==> src/rtl/wvu_pkg.sv <==
// ----------------------------------------------------------------------------
// wvu_pkg
// Shared types and constants of the wave vertex 2x upsampler.
// ----------------------------------------------------------------------------
package wvu_pkg;

  localparam int unsigned MAX_POINTS = 1024;
  localparam int unsigned COORD_W    = 16;
  localparam int unsigned COUNT_W    = 11;
  localparam int unsigned INDEX_W    = $clog2(MAX_POINTS);

  localparam logic [COUNT_W-1:0] COUNT_RESET = COUNT_W'(512);
  localparam logic [COUNT_W-1:0] COUNT_MAX   = COUNT_W'(MAX_POINTS);
  localparam logic [COUNT_W-1:0] COUNT_MIN   = COUNT_W'(1);

  localparam int unsigned QUEUE_DEPTH = 4;
  localparam int unsigned QPTR_W      = $clog2(QUEUE_DEPTH);
  localparam int unsigned QCNT_W      = $clog2(QUEUE_DEPTH + 1);

  // Result steps of one request, in output order.
  localparam int unsigned STEP_N        = 5;
  localparam int unsigned STEP_OLD_COPY = 0;
  localparam int unsigned STEP_OLD_MID  = 1;
  localparam int unsigned STEP_PREV_COPY = 2;
  localparam int unsigned STEP_PREV_MID = 3;
  localparam int unsigned STEP_CUR_COPY = 4;

  // Midpoint arithmetic: q = floor(floor((num + 20) / 8) / 5), the last
  // division done by a reciprocal multiply with one correction step.
  localparam int unsigned NUM_W       = 22;
  localparam int unsigned U_W         = 20;
  localparam int unsigned RECIP_W     = 22;
  localparam int unsigned RECIP_SHIFT = 24;
  localparam int unsigned PROD_W      = U_W + RECIP_W;
  localparam int unsigned Q_W         = PROD_W - RECIP_SHIFT;

  localparam logic signed [NUM_W-1:0] ROUND_BIAS = NUM_W'(20);
  localparam logic signed [NUM_W-1:0] U_OFFSET   = NUM_W'(5 * 65536);
  localparam logic [RECIP_W-1:0]      RECIP_5    = RECIP_W'((1 << RECIP_SHIFT) / 5);
  localparam logic signed [Q_W:0]     Q_OFFSET   = (Q_W + 1)'(65536);
  localparam logic signed [Q_W:0]     SAT_MAX    = (Q_W + 1)'(32767);
  localparam logic signed [Q_W:0]     SAT_MIN    = -(Q_W + 1)'(32768);

  typedef struct packed {
    logic signed [COORD_W-1:0] x;
    logic signed [COORD_W-1:0] y;
  } vtx_t;

  typedef struct packed {
    vtx_t h2;
    vtx_t h1;
    vtx_t h0;
    vtx_t cur;
    logic pair;
    logic tail;
    logic last;
  } job_t;

  typedef struct packed {
    logic is_mid;
    logic eow;
    logic lor;
  } flags_t;

endpackage

==> src/rtl/wvu_front.sv <==
// ----------------------------------------------------------------------------
// wvu_front
// Accepts vertices, keeps the wave history and position, and turns each
// vertex from the third on, and a wave's last, into a request for the result sequencer.
// ----------------------------------------------------------------------------
module wvu_front
  import wvu_pkg::*;
(
  input  logic                      clk,
  input  logic                      rst,
  input  logic                      cfg_write,
  input  logic [COUNT_W-1:0]        cfg_data,
  input  logic                      in_valid,
  output logic                      in_stall,
  input  logic signed [COORD_W-1:0] in_x,
  input  logic signed [COORD_W-1:0] in_y,
  output logic                      q_push,
  output job_t                      q_data,
  input  logic                      q_full
);

  logic [COUNT_W-1:0] sample_count;
  logic [INDEX_W-1:0] vertex_index;
  vtx_t               h0;
  vtx_t               h1;
  vtx_t               h2;

  logic [COUNT_W-1:0] n_eff;
  logic               accept;
  logic               last;
  logic               first;
  vtx_t               cur;
  vtx_t               s0;
  vtx_t               s1;
  vtx_t               s2;

  always_comb begin
    if (sample_count < COUNT_MIN) begin
      n_eff = COUNT_MIN;
    end else if (sample_count > COUNT_MAX) begin
      n_eff = COUNT_MAX;
    end else begin
      n_eff = sample_count;
    end
  end

  assign in_stall = q_full;
  assign accept   = in_valid && !q_full;
  assign cur.x    = in_x;
  assign cur.y    = in_y;
  assign first    = (vertex_index == '0);
  assign last     = (COUNT_W'(vertex_index) >= (n_eff - COUNT_MIN));

  // The first vertex of a wave fills the whole history.
  assign s0 = first ? cur : h0;
  assign s1 = first ? cur : h1;
  assign s2 = first ? cur : h2;

  always_comb begin
    q_data.h2   = s2;
    q_data.h1   = s1;
    q_data.h0   = s0;
    q_data.cur  = cur;
    q_data.pair = (vertex_index >= INDEX_W'(2));
    q_data.tail = last && !first;
    q_data.last = last;
  end

  assign q_push = accept && (q_data.pair || last);

  always_ff @(posedge clk) begin
    if (rst) begin
      sample_count <= COUNT_RESET;
    end else if (cfg_write) begin
      sample_count <= cfg_data;
    end
  end

  always_ff @(posedge clk) begin
    if (rst) begin
      vertex_index <= '0;
      h0           <= '0;
      h1           <= '0;
      h2           <= '0;
    end else if (accept) begin
      vertex_index <= last ? '0 : vertex_index + INDEX_W'(1);
      h0           <= cur;
      h1           <= s0;
      h2           <= s1;
    end
  end

  a_last_wraps : assert property (@(posedge clk) disable iff (rst)
    accept && last |=> vertex_index == '0)
    else $error("vertex index did not return to zero after the last vertex");

  a_no_push_full : assert property (@(posedge clk) disable iff (rst)
    q_push |-> !q_full)
    else $error("request pushed into a full queue");

endmodule

==> src/rtl/wvu_queue.sv <==
// ----------------------------------------------------------------------------
// wvu_queue
// Short register queue of requests between the front and the sequencer.
// ----------------------------------------------------------------------------
module wvu_queue
  import wvu_pkg::*;
(
  input  logic clk,
  input  logic rst,
  input  logic push,
  input  job_t push_data,
  output logic full,
  input  logic pop,
  output logic valid,
  output job_t data
);

  job_t              mem [QUEUE_DEPTH];
  logic [QPTR_W-1:0] wr_ptr;
  logic [QPTR_W-1:0] rd_ptr;
  logic [QCNT_W-1:0] count;
  logic              do_push;
  logic              do_pop;

  assign full    = (count == QCNT_W'(QUEUE_DEPTH));
  assign valid   = (count != '0);
  assign data    = mem[rd_ptr];
  assign do_push = push && !full;
  assign do_pop  = pop && valid;

  always_ff @(posedge clk) begin
    if (do_push) begin
      mem[wr_ptr] <= push_data;
    end
  end

  always_ff @(posedge clk) begin
    if (rst) begin
      wr_ptr <= '0;
      rd_ptr <= '0;
      count  <= '0;
    end else begin
      if (do_push) begin
        wr_ptr <= wr_ptr + QPTR_W'(1);
      end
      if (do_pop) begin
        rd_ptr <= rd_ptr + QPTR_W'(1);
      end
      if (do_push && !do_pop) begin
        count <= count + QCNT_W'(1);
      end else if (do_pop && !do_push) begin
        count <= count - QCNT_W'(1);
      end
    end
  end

  a_count_bound : assert property (@(posedge clk) disable iff (rst)
    count <= QCNT_W'(QUEUE_DEPTH))
    else $error("queue count beyond its depth");

  a_count_track : assert property (@(posedge clk) disable iff (rst)
    do_push && !do_pop |=> count == $past(count) + QCNT_W'(1))
    else $error("queue count did not follow a push");

endmodule

==> src/rtl/wvu_back.sv <==
// ----------------------------------------------------------------------------
// wvu_back
// Walks the result steps of each request and runs the midpoint filter in
// a four-stage pipeline that ends in the output register.
// ----------------------------------------------------------------------------
module wvu_back
  import wvu_pkg::*;
(
  input  logic                      clk,
  input  logic                      rst,
  input  logic                      q_valid,
  input  job_t                      q_data,
  output logic                      q_pop,
  output logic                      out_valid,
  input  logic                      out_stall,
  output logic signed [COORD_W-1:0] out_x,
  output logic signed [COORD_W-1:0] out_y,
  output logic                      is_midpoint,
  output logic                      end_of_wave,
  output logic                      last_of_run
);

  function automatic logic signed [NUM_W-1:0] mid_num(
    input logic signed [COORD_W-1:0] a,
    input logic signed [COORD_W-1:0] b,
    input logic signed [COORD_W-1:0] c,
    input logic signed [COORD_W-1:0] d
  );
    logic signed [NUM_W-1:0] s_bc;
    logic signed [NUM_W-1:0] s_ad;
    s_bc = NUM_W'(b) + NUM_W'(c);
    s_ad = NUM_W'(a) + NUM_W'(d);
    return (s_bc <<< 4) + (s_bc <<< 2) + (s_bc <<< 1) + s_bc - ((s_ad <<< 1) + s_ad);
  endfunction

  function automatic logic [U_W-1:0] mid_prep(input logic signed [NUM_W-1:0] num);
    logic signed [NUM_W-1:0] m;
    m = (num + ROUND_BIAS) >>> 3;
    return U_W'(m + U_OFFSET);
  endfunction

  function automatic logic signed [COORD_W-1:0] mid_finish(
    input logic [U_W-1:0]    u,
    input logic [PROD_W-1:0] prod
  );
    logic [Q_W-1:0]       q0;
    logic [U_W-1:0]       rem;
    logic [Q_W-1:0]       q;
    logic signed [Q_W:0]  qs;
    logic signed [COORD_W-1:0] res;
    q0  = prod[PROD_W-1:RECIP_SHIFT];
    rem = u - (U_W'(q0) * U_W'(5));
    q   = (rem >= U_W'(5)) ? q0 + Q_W'(1) : q0;
    qs  = $signed({1'b0, q}) - Q_OFFSET;
    if (qs > SAT_MAX) begin
      res = COORD_W'(SAT_MAX);
    end else if (qs < SAT_MIN) begin
      res = COORD_W'(SAT_MIN);
    end else begin
      res = COORD_W'(qs);
    end
    return res;
  endfunction

  job_t              job;
  logic              job_valid;
  logic [STEP_N-1:0] mask;
  logic [STEP_N-1:0] pick;
  logic [STEP_N-1:0] rest;
  logic [STEP_N-1:0] init_mask;
  logic              advance;
  logic              issue;
  vtx_t              op_a;
  vtx_t              op_b;
  vtx_t              op_c;
  vtx_t              op_d;
  flags_t            iss_flags;

  logic   s1_valid;
  vtx_t   s1_a;
  vtx_t   s1_b;
  vtx_t   s1_c;
  vtx_t   s1_d;
  flags_t s1_flags;

  logic                    s2_valid;
  logic signed [NUM_W-1:0] s2_num_x;
  logic signed [NUM_W-1:0] s2_num_y;
  vtx_t                    s2_b;
  flags_t                  s2_flags;

  logic              s3_valid;
  logic [U_W-1:0]    s3_u_x;
  logic [U_W-1:0]    s3_u_y;
  logic [PROD_W-1:0] s3_prod_x;
  logic [PROD_W-1:0] s3_prod_y;
  vtx_t              s3_b;
  flags_t            s3_flags;

  logic [U_W-1:0] u_x;
  logic [U_W-1:0] u_y;

  assign advance = !out_valid || !out_stall;
  assign pick    = mask & (~mask + STEP_N'(1));
  assign rest    = mask & ~pick;
  assign issue   = job_valid && advance;
  assign q_pop   = q_valid && (!job_valid || (advance && (rest == '0)));

  always_comb begin
    init_mask                 = '0;
    init_mask[STEP_OLD_COPY]  = q_data.pair;
    init_mask[STEP_OLD_MID]   = q_data.pair;
    init_mask[STEP_PREV_COPY] = q_data.tail;
    init_mask[STEP_PREV_MID]  = q_data.tail;
    init_mask[STEP_CUR_COPY]  = q_data.last;
  end

  always_comb begin
    if (pick[STEP_OLD_COPY] || pick[STEP_OLD_MID]) begin
      op_a = job.h2;
      op_b = job.h1;
      op_c = job.h0;
      op_d = job.cur;
    end else if (pick[STEP_PREV_COPY] || pick[STEP_PREV_MID]) begin
      op_a = job.h1;
      op_b = job.h0;
      op_c = job.cur;
      op_d = job.cur;
    end else begin
      op_a = job.cur;
      op_b = job.cur;
      op_c = job.cur;
      op_d = job.cur;
    end
    iss_flags.is_mid = pick[STEP_OLD_MID] || pick[STEP_PREV_MID];
    iss_flags.eow    = pick[STEP_CUR_COPY];
    iss_flags.lor    = (rest == '0);
  end

  always_ff @(posedge clk) begin
    if (rst) begin
      job_valid <= 1'b0;
      mask      <= '0;
    end else if (q_pop) begin
      job_valid <= 1'b1;
      mask      <= init_mask;
    end else if (issue) begin
      job_valid <= (rest != '0);
      mask      <= rest;
    end
  end

  always_ff @(posedge clk) begin
    if (q_pop) begin
      job <= q_data;
    end
  end

  assign u_x = mid_prep(s2_num_x);
  assign u_y = mid_prep(s2_num_y);

  always_ff @(posedge clk) begin
    if (rst) begin
      s1_valid  <= 1'b0;
      s2_valid  <= 1'b0;
      s3_valid  <= 1'b0;
      out_valid <= 1'b0;
    end else if (advance) begin
      s1_valid  <= issue;
      s2_valid  <= s1_valid;
      s3_valid  <= s2_valid;
      out_valid <= s3_valid;
    end
  end

  always_ff @(posedge clk) begin
    if (advance) begin
      s1_a     <= op_a;
      s1_b     <= op_b;
      s1_c     <= op_c;
      s1_d     <= op_d;
      s1_flags <= iss_flags;

      s2_num_x <= mid_num(s1_a.x, s1_b.x, s1_c.x, s1_d.x);
      s2_num_y <= mid_num(s1_a.y, s1_b.y, s1_c.y, s1_d.y);
      s2_b     <= s1_b;
      s2_flags <= s1_flags;

      s3_u_x    <= u_x;
      s3_u_y    <= u_y;
      s3_prod_x <= PROD_W'(u_x) * PROD_W'(RECIP_5);
      s3_prod_y <= PROD_W'(u_y) * PROD_W'(RECIP_5);
      s3_b      <= s2_b;
      s3_flags  <= s2_flags;

      out_x       <= s3_flags.is_mid ? mid_finish(s3_u_x, s3_prod_x) : s3_b.x;
      out_y       <= s3_flags.is_mid ? mid_finish(s3_u_y, s3_prod_y) : s3_b.y;
      is_midpoint <= s3_flags.is_mid;
      end_of_wave <= s3_flags.eow;
      last_of_run <= s3_flags.lor;
    end
  end

  a_job_has_steps : assert property (@(posedge clk) disable iff (rst)
    job_valid |-> mask != '0)
    else $error("active request has no result steps left");

  a_eow_closes_run : assert property (@(posedge clk) disable iff (rst)
    out_valid && end_of_wave |-> last_of_run && !is_midpoint)
    else $error("end of wave on a result that does not close its run");

endmodule

==> src/rtl/wave_vertex_upsample_2x.sv <==
// ----------------------------------------------------------------------------
// wave_vertex_upsample_2x
// Streaming 2x upsampler for a wave of 2-D vertices with a four-tap filter.
// ----------------------------------------------------------------------------
// Each request carries one vertex; a wave of sample_count vertices yields
// twice that number less one results, each copied vertex followed by a
// filtered midpoint, and the final vertex of a wave flushes the last results.
// The output channel delivers one result per cycle while out_stall is low;
// a request yields two results, or up to five for the final vertex of a wave.
// A four-entry request queue lets vertices be taken in consecutive cycles
// until it fills; each issued step passes through s1, s2 and s3 into the
// output register. Write sample_count only while the block is idle.
module wave_vertex_upsample_2x
  import wvu_pkg::*;
(
  input  logic                      clk,
  input  logic                      rst,
  input  logic                      cfg_write,
  input  logic [COUNT_W-1:0]        cfg_data,
  input  logic                      in_valid,
  output logic                      in_stall,
  input  logic signed [COORD_W-1:0] in_x,
  input  logic signed [COORD_W-1:0] in_y,
  output logic                      out_valid,
  input  logic                      out_stall,
  output logic signed [COORD_W-1:0] out_x,
  output logic signed [COORD_W-1:0] out_y,
  output logic                      is_midpoint,
  output logic                      end_of_wave,
  output logic                      last_of_run
);

  logic push;
  job_t push_data;
  logic full;
  logic pop;
  logic q_valid;
  job_t q_data;

  wvu_front u_front (
    .clk      (clk),
    .rst      (rst),
    .cfg_write(cfg_write),
    .cfg_data (cfg_data),
    .in_valid (in_valid),
    .in_stall (in_stall),
    .in_x     (in_x),
    .in_y     (in_y),
    .q_push   (push),
    .q_data   (push_data),
    .q_full   (full)
  );

  wvu_queue u_queue (
    .clk      (clk),
    .rst      (rst),
    .push     (push),
    .push_data(push_data),
    .full     (full),
    .pop      (pop),
    .valid    (q_valid),
    .data     (q_data)
  );

  wvu_back u_back (
    .clk        (clk),
    .rst        (rst),
    .q_valid    (q_valid),
    .q_data     (q_data),
    .q_pop      (pop),
    .out_valid  (out_valid),
    .out_stall  (out_stall),
    .out_x      (out_x),
    .out_y      (out_y),
    .is_midpoint(is_midpoint),
    .end_of_wave(end_of_wave),
    .last_of_run(last_of_run)
  );

endmodule
==> config.mk <==
export PLATFORM = sky130hd
export DESIGN_NAME = wave_vertex_upsample_2x
export DESIGN_NICKNAME = d
export VERILOG_FILES = /design/src/rtl/wvu_pkg.sv /design/src/rtl/wvu_front.sv /design/src/rtl/wvu_queue.sv /design/src/rtl/wvu_back.sv /design/src/rtl/wave_vertex_upsample_2x.sv
export SDC_FILE = /design/constraint.sdc
export NUM_CORES = 2
export LEC_CHECK = 0
export BUFFER_PORTS_ARGS = -buffer_cell sky130_fd_sc_hd__buf_2
export CORE_ASPECT_RATIO = 1.5
export CORE_MARGIN = 3
export CORE_UTILIZATION = 35
export CTS_CLUSTER_DIAMETER = 60
export DETAILED_ROUTE_END_ITERATION = 8
export PLACE_DENSITY_LB_ADDON = 0.2
export SLEW_MARGIN = 20
export SYNTH_ARGS = -nofsm -noshare
export SYNTH_HDL_FRONTEND = slang
export SYNTH_SLANG_ARGS = --single-unit
==> constraint.sdc <==
create_clock -name clk -period 15.6 [get_ports clk]
set_input_delay 1.56 -clock clk [delete_from_list [all_inputs] [get_ports clk]]
set_output_delay 1.56 -clock clk [all_outputs]
set_load 0.01 [all_outputs]
# After elaboration in Yosys (flattened, before gate mapping)
# Memories as Yosys holds them, arrays and structs flattened. A register that Yosys moved wholly into a read port is not among the register bits.
# Cells that the tools add are included.
# classes
n_eq_ne	1
muxes	29
n_lt_le_gt_ge	10
reduce_logical	29
add_sub_neg	31
bitwise_logic	4
n_mul	4
# ops
operator	n
$mux W32	8
$add A22 B22 Y22	8
$mux W16	6
$mul A20 B22 Y42 const B	2
$add A16 B16 Y17	4
$add A22 B6 Y22 const B	2
$sub A22 B22 Y22	2
$add A19 B20 Y20 const B	2
$ge A20 B3 Y1 const B	2
$mul A18 B3 Y20 const B	2
$sub A20 B20 Y20	2
$gt A19 B16 Y1 const B	2
$lt A19 B16 Y1 const B	2
$sub A18 B17 Y19 const B	2
$add A18 B1 Y18 const B	2
$mux W18	2
$mux W11	2
$ge A10 B11 Y1	1
$gt A11 B11 Y1 const B	1
$lt A11 B1 Y1 const B	1
$sub A11 B1 Y11 const B	1
$add A10 B1 Y10 const B	1
$and A5 B5 Y5	2
$ge A10 B2 Y1 const B	1
other kinds (19)	48
# word_totals
ff_bits	666
ram_bits	524
in_bits	48
n_memories	1
# memory_table
name	depth	width	rd	rd_ports_with_merged_regs	write_ports	line	text
u_queue.mem	4	131	1	1	1	wvu_queue.sv:18	job_t mem [QUEUE_DEPTH];

# Longest topological paths before layout
# logic_depth
depth_word	13
ltp_mapped	38
depth_no_buf	38

# Modules after synthesis
# Synthesis repeated with hierarchy kept, for this count alone.
# unflattened
hier_cells	5059
hier_area_um2	65758.1
# modules_own_cells
module	instances	area_per_inst_um2	cells_per_inst
wvu_back	1	39957.1	3532
wvu_queue	1	19361.1	733
wvu_front	1	6439.9	794

# Worst setup path after synthesis
# OpenSTA, ideal clock, no wires.
# synth_path
path_type	input to register
from	input out_stall
to	register u_queue.count[2]
slack_ps	714
setup_time_ps	70
t_arrival_ps	14816
cell_stages	11
path_cell_list	nand2_1 > nand2_1 > a21oi_1 > buf_1 > inv_1 > ha_1 > inv_1 > fa_1 > xor2_1 > or3_1 > a21oi_1
# synth_via
elab_chain_cells	9
# synth_lines
item	line	text
from (decl)	wave_vertex_upsample_2x.sv:25	input logic out_stall,
$logic_not A1 Y1 *	wvu_back.sv:103	assign advance = !out_valid || !out_stall;
$logic_or A1 B1 Y1 *	wvu_back.sv:103	
$logic_and A1 B1 Y1 *	wvu_back.sv:107	assign q_pop = q_valid && (!job_valid || (advance && (rest == '0)));
$logic_or A1 B1 Y1 *	wvu_back.sv:107	
$logic_and A1 B1 Y1 *	wvu_back.sv:107	
via pop	wave_vertex_upsample_2x.sv:36	logic pop;
$logic_and A1 B1 Y1 *	wvu_queue.sv:29	assign do_pop = pop && valid;
$logic_not A1 Y1	wvu_queue.sv:49	if (do_push && !do_pop) begin
$logic_and A1 B1 Y1	wvu_queue.sv:49	
$mux W3 or $reduce_bool A2 Y1 (tied branches)	n/a	
to (signal assigned)	wvu_queue.sv:50	count <= count + QCNT_W'(1);
to (signal assigned)	wvu_queue.sv:52	count <= count - QCNT_W'(1);
to (decl)	wvu_queue.sv:21	logic [QCNT_W-1:0] count;
# The timed path passes the listed nets; every way through them passes the cells marked *.
# A chain may end at the register's enable or synchronous reset.

# Final worst setup path
# layout_path
from	register u_back.s2_num_y[2]
to	register u_back.s3_prod_y[38] (data pin)
# layout_via
elab_chain_cells	3
# layout_lines
item	line	text
from (decl)	wvu_back.sv:88	logic signed [NUM_W-1:0] s2_num_y;
from (signal assigned)	wvu_back.sv:185	s2_num_y <= mid_num(s1_a.y, s1_b.y, s1_c.y, s1_d.y);
$add A22 B6 Y22	wvu_back.sv:38	m = (num + ROUND_BIAS) >>> 3;
$add A19 B20 Y20	wvu_back.sv:39	return U_W'(m + U_OFFSET);
via u_back.u_y[18]	wvu_back.sv:101	logic [U_W-1:0] u_y;
$mul A20 B22 Y42	wvu_back.sv:192	s3_prod_y <= PROD_W'(u_y) * PROD_W'(RECIP_5);
to (signal assigned)	wvu_back.sv:192	
to (decl)	wvu_back.sv:96	logic [PROD_W-1:0] s3_prod_y;
# The timed path passes the listed nets, and every way through them passes these cells.

==> impl_metrics.prom <==
# TYPE chip_impl_metric gauge
chip_impl_metric{name="post_synth_instance_area",unit="um2"} 64700
chip_impl_info{name="setup.worst_path.start_class",value="register"} 1
chip_impl_metric{name="synthXorXnorAreaFrac",unit="%"} 2.98
chip_impl_metric{name="post_cts_resize_count",unit=""} 0
chip_impl_info{name="cts_tree",value="yes"} 1
chip_impl_info{name="worst_setup_path_end_kind",value="register"} 1
chip_impl_metric{name="ctsHtreeMaxLevel",unit=""} 3
chip_impl_metric{name="flop_and_latch_count_out_of_synthesis",unit=""} 1140
chip_impl_metric{name="crit_path_max_fanout",unit=""} 5
chip_impl_metric{name="maximum_number_of_pins_on_one_net_before_global_route_repair",unit=""} 166
chip_impl_info{name="synthFlopType",value="sky130_fd_sc_hd__edfxtp_1"} 1
chip_impl_metric{name="synth_mux_area_share",unit="%"} 5.54
chip_impl_metric{name="synth-async-reset-ratio",unit="%"} 0
chip_impl_metric{name="worst_skew_pair.late_latency",unit="ps"} 730
chip_impl_info{name="outcome",value="finished, final reports clean"} 1
chip_impl_metric{name="min_path_cells",unit=""} 0
chip_impl_metric{name="cts_inserted_buffers",unit=""} 121
chip_impl_metric{name="dieWidth",unit="um"} 357
chip_impl_info{name="cp_top_family",value="adder cells"} 1
chip_impl_info{name="cpMaxStageDelayCell",value="sky130_fd_sc_hd__fa_1"} 1
chip_impl_metric{name="design.die.area",unit="um2"} 190000
chip_impl_metric{name="grt.total_usage",unit="%"} 15.2
chip_impl_metric{name="yosys.cell_types.count",unit=""} 88
chip_impl_metric{name="cap_violations",unit=""} 0
chip_impl_metric{name="postRouteWirelength",unit="mm"} 143
chip_impl_metric{name="timing.hold.ws",unit="ps"} 410
chip_impl_metric{name="total_number_of_clock_tree_sinks",unit=""} 1140
chip_impl_info{name="root_buffer",value="sky130_fd_sc_hd__clkbuf_16"} 1
chip_impl_metric{name="place_worst_setup_slack",unit="ps"} 5720
chip_impl_metric{name="synth_compound_gate_area_share",unit="%"} 7.34
chip_impl_metric{name="fin_crit_sh",unit="%"} 62.3
chip_impl_metric{name="place.detailed.instances",unit=""} 7489
chip_impl_info{name="gr-max-usage-layer",value="met2"} 1
chip_impl_metric{name="dr_total_vias",unit=""} 37900
chip_impl_metric{name="dp_hpwl",unit="mm"} 99.4
chip_impl_metric{name="grtUsageMet2",unit="%"} 28.1
chip_impl_metric{name="grtUsageMet1",unit="%"} 18.3
chip_impl_metric{name="final.setup.worst_slack",unit="ps"} 5890
chip_impl_metric{name="tightest_slew",unit="ps"} 1140
chip_impl_metric{name="path_clk_slew",unit="ps"} 60
chip_impl_metric{name="critical-path-max-stage-delay",unit="ps"} 580
chip_impl_metric{name="synth.net_count",unit=""} 6007
chip_impl_metric{name="r2r.worst_path.cells",unit=""} 36
chip_impl_metric{name="use_met3",unit="%"} 2.13
chip_impl_metric{name="synth_edf_count",unit=""} 1004
chip_impl_metric{name="ctsHoldBuffers",unit=""} 0
chip_impl_metric{name="avgRoutedWirePerCell",unit="um"} 18.6
chip_impl_metric{name="cp.required",unit="ps"} 16050
chip_impl_metric{name="first_pass_grt_wire_length",unit="mm"} 227
chip_impl_metric{name="arrival",unit="ps"} 10160
chip_impl_metric{name="num-nets-final",unit=""} 6099
chip_impl_metric{name="timing.final.crit_period",unit="ps"} 9710
chip_impl_metric{name="synth-simple-area-share",unit="%"} 8.32
chip_impl_metric{name="first_pass_drt_iterations",unit=""} 5
chip_impl_metric{name="skew",unit="ps"} 49.2
chip_impl_metric{name="synthesis.instances",unit=""} 5095
chip_impl_info{name="hold_class",value="reg2reg"} 1
chip_impl_metric{name="layoutNonFillerInstCount",unit=""} 7722
chip_impl_metric{name="fillCellCount",unit=""} 17400
chip_impl_info{name="combinational_family_with_the_most_area_after_synthesis",value="adder cells"} 1
chip_impl_metric{name="cts-root-to-sink-buffers",unit=""} 3
chip_impl_metric{name="antenna_violating_nets_post_route",unit=""} 0
chip_impl_metric{name="setup_viol",unit=""} 0
chip_impl_metric{name="cts_post_setup_buffers_inserted",unit=""} 0
chip_impl_metric{name="timing.critical_path.buf_inv",unit=""} 5
chip_impl_metric{name="remaining_design_rule_violation_count",unit=""} 0
chip_impl_metric{name="report.final.hold_viol_count",unit=""} 0
chip_impl_info{name="hold-path-endpoint",value="u_back.s3_flags[2]"} 1
chip_impl_metric{name="viasPerCell",unit=""} 4.91
chip_impl_metric{name="chipHeight",unit="um"} 533
chip_impl_metric{name="std_cell_rows",unit=""} 192
chip_impl_metric{name="place.port_buffers",unit=""} 84
chip_impl_metric{name="avgSynthCellArea",unit="um2"} 12.7
chip_impl_info{name="worstReg2RegStart",value="u_back.s2_num_y[2]"} 1
chip_impl_metric{name="synthToLayoutAreaGrowth",unit="%"} 11.4
chip_impl_info{name="critPathKind",value="reg2reg"} 1
chip_impl_info{name="critical_path.reg2reg.endpoint",value="u_back.s3_prod_y[38]"} 1
chip_impl_metric{name="initial_core_util",unit="%"} 35.4
chip_impl_metric{name="detailedRoute.firstIterationViolations",unit=""} 2083
chip_impl_metric{name="summed_negative_setup_slack_over_all_endpoints",unit="ps"} 0
chip_impl_metric{name="coreArea",unit="um2"} 183000
chip_impl_metric{name="timing.reg2reg.setup_slack",unit="ps"} 5890
chip_impl_metric{name="routabilityCongestion",unit=""} 0.860
chip_impl_metric{name="fmax",unit="MHz"} 103
chip_impl_metric{name="adder_cell_share_of_the_synthesized_area",unit="%"} 20.7
chip_impl_info{name="rsz_0062_raised_after_global_routing",value="false"} 1
chip_impl_metric{name="count_of_synthesis_stage_warnings_from_yosys",unit=""} 0
chip_impl_metric{name="timing.slew.headroom",unit="%"} 23.9
chip_impl_metric{name="grt_antenna_before_repair",unit=""} 9
chip_impl_metric{name="globalRoute.totalOverflow",unit=""} 0
chip_impl_info{name="min_from",value="u_back.s2_flags[2]"} 1
chip_impl_metric{name="synth_sequential_area_ratio",unit="%"} 50.8
chip_impl_metric{name="drive_gt1_share",unit="%"} 10.2
chip_impl_metric{name="maxSlewViolCount",unit=""} 0
chip_impl_metric{name="grt_pass1_vias",unit=""} 40600
chip_impl_metric{name="io_pins",unit=""} 85
## how the worst max path moves through the flow
| stage | end | startpoint | cells past startpoint | slack (ps) |
|---|---|---|---|---|
| final | u_back.s3_prod_y[38] | u_back.s2_num_y[2] | 36 | 5890 |
| after global routing | u_back.s3_prod_y[38] | u_back.s2_num_y[2] | 36 | 4830 |
| after CTS | u_back.s3_prod_y[38] | u_back.s2_num_y[2] | 36 | 5710 |
| after detailed placement | u_back.s3_prod_y[38] | u_back.s2_num_y[2] | 36 | 5720 |
| after global placement | u_back.s3_prod_y[38] | u_back.s2_num_y[2] | 36 | 5850 |
| after floorplan | u_queue.count[2] | out_stall | 11 | 710 |
## stage by stage
step | util (%) | cell area (um2)
2_1_floorplan | - | 64700
3_3_place_gp | 37.1 | 68000
3_5_place_dp | 37.1 | 68000
4_1_cts | 39.4 | 72100
5_1_grt | 39.4 | 72100
6_report | 39.4 | 72100
## Yosys cell counts, types with 58 or more instances
master,count,area (um2)
sky130_fd_sc_hd__nand2_1,557,2090
sky130_fd_sc_hd__nor3_1,61,305
sky130_fd_sc_hd__fa_1,349,6990
sky130_fd_sc_hd__inv_1,587,2200
sky130_fd_sc_hd__o21ai_0,69,345
sky130_fd_sc_hd__clkbuf_1,124,465
sky130_fd_sc_hd__mux4_2,131,2950
sky130_fd_sc_hd__xnor2_1,146,1280
sky130_fd_sc_hd__a21oi_1,373,1870
sky130_fd_sc_hd__ha_1,515,6440
sky130_fd_sc_hd__nand3_1,58,290
sky130_fd_sc_hd__nor2_1,278,1040
sky130_fd_sc_hd__dfxtp_1,136,2720
sky130_fd_sc_hd__xor2_1,72,631
sky130_fd_sc_hd__edfxtp_1,1004,30100
## sequential cells by signal, indices dropped and copies added (netlist names), 16 cells and up, named ones only
register / cells
u_queue.mem: 524
u_back.job: 128
u_back.s1_a: 32
u_back.s1_b: 32
u_back.s1_c: 32
u_back.s1_d: 32
u_back.s2_b: 32
u_back.s3_b: 32
u_front.h0: 32
u_front.h1: 32
u_front.h2: 32
u_back.s2_num_x: 20
u_back.s2_num_y: 20
u_back.s3_prod_x: 19
u_back.s3_prod_y: 19
u_back.s3_u_x: 19
u_back.s3_u_y: 19
u_back.out_x: 16
u_back.out_y: 16
## per-layer routing
layer	part of all wire, %	wire, um
met5	0.022	32
met4	2.3	3320
met3	3.3	4760
met2	53	75300
met1	42	59800
## cell type report
| cell class | count | area (um2) | area share, % |
|---|---|---|---|
| clock buffer | 151 | 3240 | 4.49 |
| antenna | 6 | 15.0 | 0.0208 |
| sequential | 1140 | 32900 | 45.6 |
| tap | 2425 | 3030 | 4.21 |
| clock inverter | 76 | 908 | 1.26 |
| inverter | 587 | 2200 | 3.05 |
| multi-input combinational | 3220 | 29200 | 40.4 |
| timing repair buffer | 117 | 687 | 0.952 |
## cells in the final DEF, fill, tap and decap left out, types with 18 or more instances in the layout
cell / count
sky130_fd_sc_hd__fa_1: 349
sky130_fd_sc_hd__ha_1: 515
sky130_fd_sc_hd__and2_1: 48
sky130_fd_sc_hd__nand4_1: 30
sky130_fd_sc_hd__and3_1: 31
sky130_fd_sc_hd__inv_1: 587
sky130_fd_sc_hd__clkbuf_1: 20
sky130_fd_sc_hd__nand3_1: 57
sky130_fd_sc_hd__dfxtp_1: 134
sky130_fd_sc_hd__nor2_1: 276
sky130_fd_sc_hd__nor2b_1: 36
sky130_fd_sc_hd__edfxtp_1: 1004
sky130_fd_sc_hd__o21bai_1: 39
sky130_fd_sc_hd__xor2_1: 72
sky130_fd_sc_hd__mux2_2: 39
sky130_fd_sc_hd__nor3_1: 60
sky130_fd_sc_hd__a21o_1: 52
sky130_fd_sc_hd__a41oi_1: 18
sky130_fd_sc_hd__o21a_1: 32
sky130_fd_sc_hd__a21oi_1: 372
sky130_fd_sc_hd__mux4_2: 131
sky130_fd_sc_hd__buf_2: 83
sky130_fd_sc_hd__nand2_1: 556
sky130_fd_sc_hd__xnor2_1: 146
sky130_fd_sc_hd__buf_4: 32
sky130_fd_sc_hd__o21ai_0: 69
sky130_fd_sc_hd__clkbuf_16: 121
## cells by family (layout without fill, tap and decap cells)
| kind of cell | count (synthesis) | count (layout) |
|---|---|---|
| other | 0 | 6 |
| adders and majority gates | 864 | 864 |
| buffers and inverters | 735 | 931 |
| and+or+nand+nor | 1205 | 1205 |
| DFF | 1140 | 1140 |
| muxes | 189 | 189 |
| xor gates and xnor gates | 219 | 219 |
| AOI/OAI and AO/OA | 743 | 743 |
Power is left out: the tool's default activity adds up to more than one toggle a clock period on the data nets, which glitch-free logic cannot reach.
